<file path="config.mk">
export PLATFORM = sky130hd
export DESIGN_NAME = bmhq_ctrl
export DESIGN_NICKNAME = d
export VERILOG_FILES = /design/src/rtl/bmhq_pkg.sv /design/src/rtl/bmhq_ctrl.sv
export SDC_FILE = /design/constraint.sdc
export NUM_CORES = 1
export LEC_CHECK = 0
export ABC_AREA = 1
export BUFFER_PORTS_ARGS = -buffer_cell sky130_fd_sc_hd__buf_2
export CAP_MARGIN = 20
export CORE_AREA = 2 2 39 41
export CTS_CLUSTER_SIZE = 40
export DETAILED_ROUTE_END_ITERATION = 12
export DIE_AREA = 0 0 41 43
export GPL_TIMING_DRIVEN = 0
export HOLD_SLACK_MARGIN = 0.02
export SETUP_SLACK_MARGIN = 0.2
export SYNTH_ARGS = -nofsm -noshare
export SYNTH_HDL_FRONTEND = slang
export SYNTH_SLANG_ARGS = --single-unit
</file>
<file path="constraint.sdc">
create_clock -name clk_i -period 1.5 [get_ports clk_i]
set_input_delay 0.075 -clock clk_i [delete_from_list [all_inputs] [get_ports clk_i]]
set_output_delay 0.075 -clock clk_i [all_outputs]
set_load 0.01 [all_outputs]
</file>
<file path="src/rtl/bmhq_pkg.sv">
package bmhq_pkg;

  localparam int unsigned KEY_W = 31;

  localparam logic OP_PUSH = 1'b0;
  localparam logic OP_POP  = 1'b1;

  typedef struct packed {
    logic             opcode;
    logic [KEY_W-1:0] value;
  } in_word_t;

  typedef struct packed {
    logic [KEY_W-1:0] min_value;
    logic             was_empty;
  } out_word_t;

  typedef struct packed {
    logic accept_push;
    logic accept_pop;
    logic pop_load;
    logic rd_parent;
    logic rd_kids;
    logic up_step;
    logic dn_step;
    logic place_key;
    logic out_load;
  } cmd_t;

  typedef struct packed {
    logic full;
    logic empty;
    logic cur_root;
    logic up_move;
    logic has_kid;
    logic dn_move;
    logic out_free;
  } sts_t;

endpackage

</file>
<file path="src/rtl/bmhq_ctrl.sv">
module bmhq_ctrl (
  input  logic              clk_i,
  input  logic              rst_ni,
  input  logic              in_valid_i,
  input  logic              in_opcode_i,
  output logic              in_ready_o,
  input  bmhq_pkg::sts_t    sts_i,
  output bmhq_pkg::cmd_t    cmd_o
);
  import bmhq_pkg::*;

  typedef enum logic [2:0] {
    ST_IDLE,
    ST_UP_CHK,
    ST_UP_CMP,
    ST_POP_LD,
    ST_DN_CHK,
    ST_DN_CMP,
    ST_OUT
  } state_e;

  state_e state_q, state_d;

  assign in_ready_o = (state_q == ST_IDLE);

  always_comb begin
    state_d = state_q;
    cmd_o   = '0;
    unique case (state_q)
      ST_IDLE: begin
        if (in_valid_i) begin
          if (in_opcode_i == OP_PUSH) begin
            if (!sts_i.full) begin
              cmd_o.accept_push = 1'b1;
              state_d           = ST_UP_CHK;
            end
          end else begin
            cmd_o.accept_pop = 1'b1;
            state_d          = sts_i.empty ? ST_OUT : ST_POP_LD;
          end
        end
      end
      ST_UP_CHK: begin
        if (sts_i.cur_root) begin
          cmd_o.place_key = 1'b1;
          state_d         = ST_IDLE;
        end else begin
          cmd_o.rd_parent = 1'b1;
          state_d         = ST_UP_CMP;
        end
      end
      ST_UP_CMP: begin
        if (sts_i.up_move) begin
          cmd_o.up_step = 1'b1;
          state_d       = ST_UP_CHK;
        end else begin
          cmd_o.place_key = 1'b1;
          state_d         = ST_IDLE;
        end
      end
      ST_POP_LD: begin
        cmd_o.pop_load = 1'b1;
        state_d        = ST_DN_CHK;
      end
      ST_DN_CHK: begin
        if (sts_i.has_kid) begin
          cmd_o.rd_kids = 1'b1;
          state_d       = ST_DN_CMP;
        end else begin
          cmd_o.place_key = 1'b1;
          state_d         = ST_OUT;
        end
      end
      ST_DN_CMP: begin
        if (sts_i.dn_move) begin
          cmd_o.dn_step = 1'b1;
          state_d       = ST_DN_CHK;
        end else begin
          cmd_o.place_key = 1'b1;
          state_d         = ST_OUT;
        end
      end
      ST_OUT: begin
        if (sts_i.out_free) begin
          cmd_o.out_load = 1'b1;
          state_d        = ST_IDLE;
        end
      end
      default: state_d = ST_IDLE;
    endcase
  end

  always_ff @(posedge clk_i or negedge rst_ni) begin
    if (!rst_ni) begin
      state_q <= ST_IDLE;
    end else begin
      state_q <= state_d;
    end
  end

endmodule

</file>
After elaboration in Yosys (flattened, before gate mapping)

Index checks and enable logic that the tools add are counted.

Register bits: 3
Bits of input ports: 11
Output and inout port bits: 10
Logic and storage cells: 43

Equal/unequal tests: 9
Mux-type cells: 31
Reductions and logical operators: 2

Operators by type and width:

| cell                                                | count |
|---|---|
| case mux 3 bit (7 select lines)                     | 1 |
| two-way mux 1 bit                                   | 19 |
| two-way mux 3 bit                                   | 5 |
| two-way mux 2 bit                                   | 5 |
| equality test 3 bit, second input constant          | 3 |
| equality test 3 x 2 -> 1 bit, second input constant | 2 |
| != test 2 bit, second input constant                | 2 |
| case mux 1 bit (4 select lines)                     | 1 |
| equality test 3 x 1 -> 1 bit, second input constant | 1 |
| zero test 3 bit                                     | 1 |
| != test 3 bit, second input constant                | 1 |
| AND reduction 3 bit                                 | 1 |

Longest topological paths before layout

Depth after elaboration: 4
Depth in mapped cells: 8
Depth with buffers taken out: 8

Worst setup path before layout

No wires, ideal clock.

Path type: register to register
Start point: reg state_q[2]
End point: reg state_q[2]
Setup time: 0.068 ns
Arrival: 1.011 ns
Required time: 1.432 ns
Setup slack: 0.421 ns
Stages on the path, launching flop included: 8
Buffers on the path: 0
Period minus slack after synthesis: 1.079 ns
Cell sequence: dfrtp_1 inv_2 nand2_1 nor2_1 nor2_1 nand2_1 nand2_1 nand2_1

Word-level cells in the longest chain between the ends: 3
Elaborated cells on any way between the ends: 12
Those cells by class: eq/ne (9); mux (1); reduce/logical (2)

Ends and longest elaborated chain:

| element                                                  | RTL line        | text |
|---|---|---|
| start, declared                                          | bmhq_ctrl.sv:22 | `state_e state_q, state_d;` |
| start signal, assigned                                   | bmhq_ctrl.sv:97 | `state_q <= state_d;` |
| equality test 3 bit or zero test 3 bit (tied branches)   | bmhq_ctrl.sv:29 | `unique case (state_q)` |
| != test 2 bit (no line) or != test 3 bit (tied branches) | -               |  |
| AND reduction 3 bit (no line)                            | -               |  |

Several ways; a longest one is shown, not always the timed one.
A chain may end at the register's enable or synchronous reset.

==> impl.org <==
** Timing
- Relative max-transition margin :: 84.79%
- Counting I/O delays and the setup requirement, the final critical path takes 1358 ps.
- Tightest Pin Transition :: 226.0 ps
- Peak Freq :: 0.7362 GHz
- Dividing the final minimum period by the clock period gives 90.55%.
- The total count of max-transition violations in the final report came to 0.
- Summed over all failing endpoints, the final setup total negative slack is 0 ps.
- The number of failing hold endpoints at the final stage is 0.
- Setup slack closes at 141.7 ps.
- Maximum clock skew at final layout :: 7.646 ps
- Setup repair after global routing could not meet its margin everywhere.
- Final setup violation count :: 0

** Synth
- Proportion of register bits with asynchronous set or reset after synthesis :: 100.0%
- Cell area after synthesis :: 331.6 sq um
- The synthesized netlist contains 14 unique library cells.
- Cells after synthesis :: 60
- Main area contributors after synthesis :: sky130_fd_sc_hd__dfrtp_1, sky130_fd_sc_hd__inv_1, sky130_fd_sc_hd__nand2_1
- Counting flops and latches in the post-synthesis netlist gives 3.
- Number of warnings printed during yosys synthesis :: 0
- Sequential element share of the synthesized area :: 22.64%
- Of the post-synthesis cell area, the dominant cell type holds 22.64%.
- Number of flops mapped to enable cells by yosys :: 0
- The commonest cells after synthesis are sky130_fd_sc_hd__inv_1, sky130_fd_sc_hd__nand2_1, sky130_fd_sc_hd__nor2_1.
- The synthesized design spends more area on one cell type than any other, namely sky130_fd_sc_hd__dfrtp_1.
- Most common flop cell mapped by yosys :: sky130_fd_sc_hd__dfrtp_1
- Cell with the most instances after synthesis :: sky130_fd_sc_hd__inv_1
- A synthesized cell averages 5.526 sq um.
- Syn nets :: 71

** Clock network
- For the worst-skew pair, the clock arrives at the later sink with an insertion delay of 250 ps.
- Clock-pin slew on the worst setup and hold paths :: 40 ps
- Inserted Clock Buffers :: 3
- TritonCTS sink count :: 3
- Maximum clock insertion buffer count :: 2
- The tree is rooted in a sky130_fd_sc_hd__clkbuf_4.
- In this run the number of H-tree levels came out at 1.
- TritonCTS built the clock tree.

** Layout
- Fill cell count :: 163
- Of the cells placed in the final design, the portion with a size suffix greater than 1 is 51.61%.
- Final nets :: 105
- Register with the most flip-flops :: state_q
- The area growth from synthesis to layout is 81.89%.
- In the final layout, the registers with the most flip-flops are state_q x3.
- Combined area of the multi-input logic cells :: 236.5 sq um
- The register with the most flip-flops in the layout has 3 of them.
- Registers take 77.57 sq um.
- Ant diodes :: 0

** Power and ir drop
- Power density over the cells :: 1705 nW/um^2
- Leakage power :: 0.3847 nW
- VDD sags by at most 0.0005805 V.

** Place
- Half-perimeter wire length after placement :: 716.4 um
- The congestion estimate from routability-driven global placement came to 0.7973.
- Pre-CTS WS :: 304.5 ps
- Port-buffer cells :: 20

** Drt
- DRC :: 0
- Drt initial violations :: 8
- First drt pass iteration count :: 4
- The count of nets left with antenna violations once routing finished came out at 0.
- Post-DR vias/cell :: 4.468
- Aggregate routed wire length :: 984 um
- After detailed routing, the average wire length per cell comes to 9.028 um.
- Overall via count from detail_route :: 487

** Global routing
- The via count of the first global-routing pass was 353.
- Entering global routing, the biggest net connects 7 pins.
- The number of antenna violations at the first check in global routing came to 0.
- Summed over all layers, the global routing overflow is 0.
- The first global-routing pass estimated 1248 um of wire.
- Global routing used 10.88% of the available tracks.

** Critical path
- The worst setup path is launched from a flop.
- Peak fanout along the critical path :: 5
- Data on the critical path arrives at its endpoint at 1280 ps.
- STA classifies the critical path endpoint as an output port.
- The setup path with the least slack is of type reg -> out.
- At the worst endpoint, the required time is 1420 ps.

** Floorplanning
- The floorplan step set the die height to 43 um.
- Measured along the x axis, the die boundary spans 41 um.
- Die outline area :: 1763 sq um
- Initial core utilization :: 23.96%
- The core region is 1384 sq um.
- The floorplan has 14 rows.
- Io pins :: 21

** Min path
- The tightest min-delay check is of the in -> async type.

** Status
- The flow ran to the end, and the final reports show no timing, DRC or antenna violations.

** Run
- The tool flagged a number of max-cap violations equal to 0.
power by group:
part	total [W]	internal [W]	switching, W	leakage, nW
clock network	0.000150	0.000100	0.0000495	0.0150
logic	0.000710	0.000330	0.000379	0.334
registers	0.000169	0.000119	0.0000501	0.0361
cell type report:
type | instances | area share (%)
repair buffers | 29 | 30.29
well taps | 16 | 3.320
clock buffers | 4 | 4.357
flip-flops and latches | 3 | 12.86
inverters | 16 | 9.959
multi-input cells | 41 | 39.21
logic make-up after synthesis:
kind of cell           Yosys count  share of synthesized area [%]
flip-flops                       3                          22.64
buffers and inverters           16                          18.11
AND/OR/NAND/NOR                 39                          55.48
AO/OA/AOI/OAI                    2                          3.773
stage by stage:
step / util, % / power (W) / cell area (sq um) / hold slack, ps / std cells
floorplan: - / 0.0004932 / 331.6 / -220.6 / 60
finish: 43.58 / 0.001028 / 603.1 / 152.2 / 109
CTS: 39.96 / 0.0009328 / 553.0 / 152.4 / 106
global placement: 32.64 / 0.0006243 / 451.7 / -128.2 / 96
global route: 43.58 / 0.001120 / 603.1 / 156.6 / 109
detailed placement: 32.64 / 0.0006347 / 451.7 / -128.0 / 96
worst max-delay path, cell delays in order, from the launching register on:
cell,delay [ps]
sky130_fd_sc_hd__dfrtp_2,430
sky130_fd_sc_hd__nor2_4,160
sky130_fd_sc_hd__nand2_1,60
sky130_fd_sc_hd__nor2_1,110
sky130_fd_sc_hd__nor2_2,50
sky130_fd_sc_hd__o211ai_1,70
sky130_fd_sc_hd__buf_2,150
layout by cell type (no fill, tap or decap):
master	count
sky130_fd_sc_hd__inv_2	3
sky130_fd_sc_hd__nand2_1	10
sky130_fd_sc_hd__dlygate4sd3_1	1
sky130_fd_sc_hd__nand3_2	3
sky130_fd_sc_hd__dfrtp_1	1
sky130_fd_sc_hd__clkbuf_4	3
sky130_fd_sc_hd__nor3_2	1
sky130_fd_sc_hd__buf_12	1
sky130_fd_sc_hd__nor2_2	2
sky130_fd_sc_hd__buf_2	20
sky130_fd_sc_hd__buf_4	7
sky130_fd_sc_hd__nor4_1	1
sky130_fd_sc_hd__a21oi_1	1
sky130_fd_sc_hd__inv_1	13
sky130_fd_sc_hd__nand4_1	1
sky130_fd_sc_hd__clkbuf_1	1
sky130_fd_sc_hd__nor2_1	10
sky130_fd_sc_hd__nand3_1	5
sky130_fd_sc_hd__o211ai_1	1
sky130_fd_sc_hd__nor2_4	2
sky130_fd_sc_hd__nand2_2	3
sky130_fd_sc_hd__nand3_4	1
sky130_fd_sc_hd__dfrtp_2	2
routing by layer:
layer  vias to the layer above  part of all wire, %  GRT usage (%)
li1                        250                    -              -
met1                       223                   39          11.04
met2                        11                   55          17.50
met3                         3                  4.3          3.141
met4                         0                  2.3          8.000
met5                         -                    0              0
timing repair:
item                                    in CTS  in global routing
hold endpoints to repair                     3                  0
gates cloned                                 0                  0
buffers inserted                             5                  3
resized for setup                            4                  8
pin swaps                                    2                  2
hold buffers                                 1                  0
endpoints found under the setup margin       4                  9
worst paths after layout:
check / start / end / slack (ps) / depth (start not counted)
worst min register to register: state_q[1]$_DFFE_PN0P_ / state_q[2]$_DFFE_PN0P_ / 680 / 2
min in group clk_i: sts_i[5] / state_q[0]$_DFFE_PN0P_ / 170 / 4
max in group asynchronous: rst_ni / state_q[0]$_DFFE_PN0P_ / 1220 / 2
worst min-delay path: rst_ni / state_q[2]$_DFFE_PN0P_ / 150 / 2
worst max register to register: state_q[2]$_DFFE_PN0P_ / state_q[0]$_DFFE_PN0P_ / 260 / 8
worst max-delay path: state_q[1]$_DFFE_PN0P_ / cmd_o[1] / 140 / 6
Note: power is estimated with default switching activity, not from simulation.
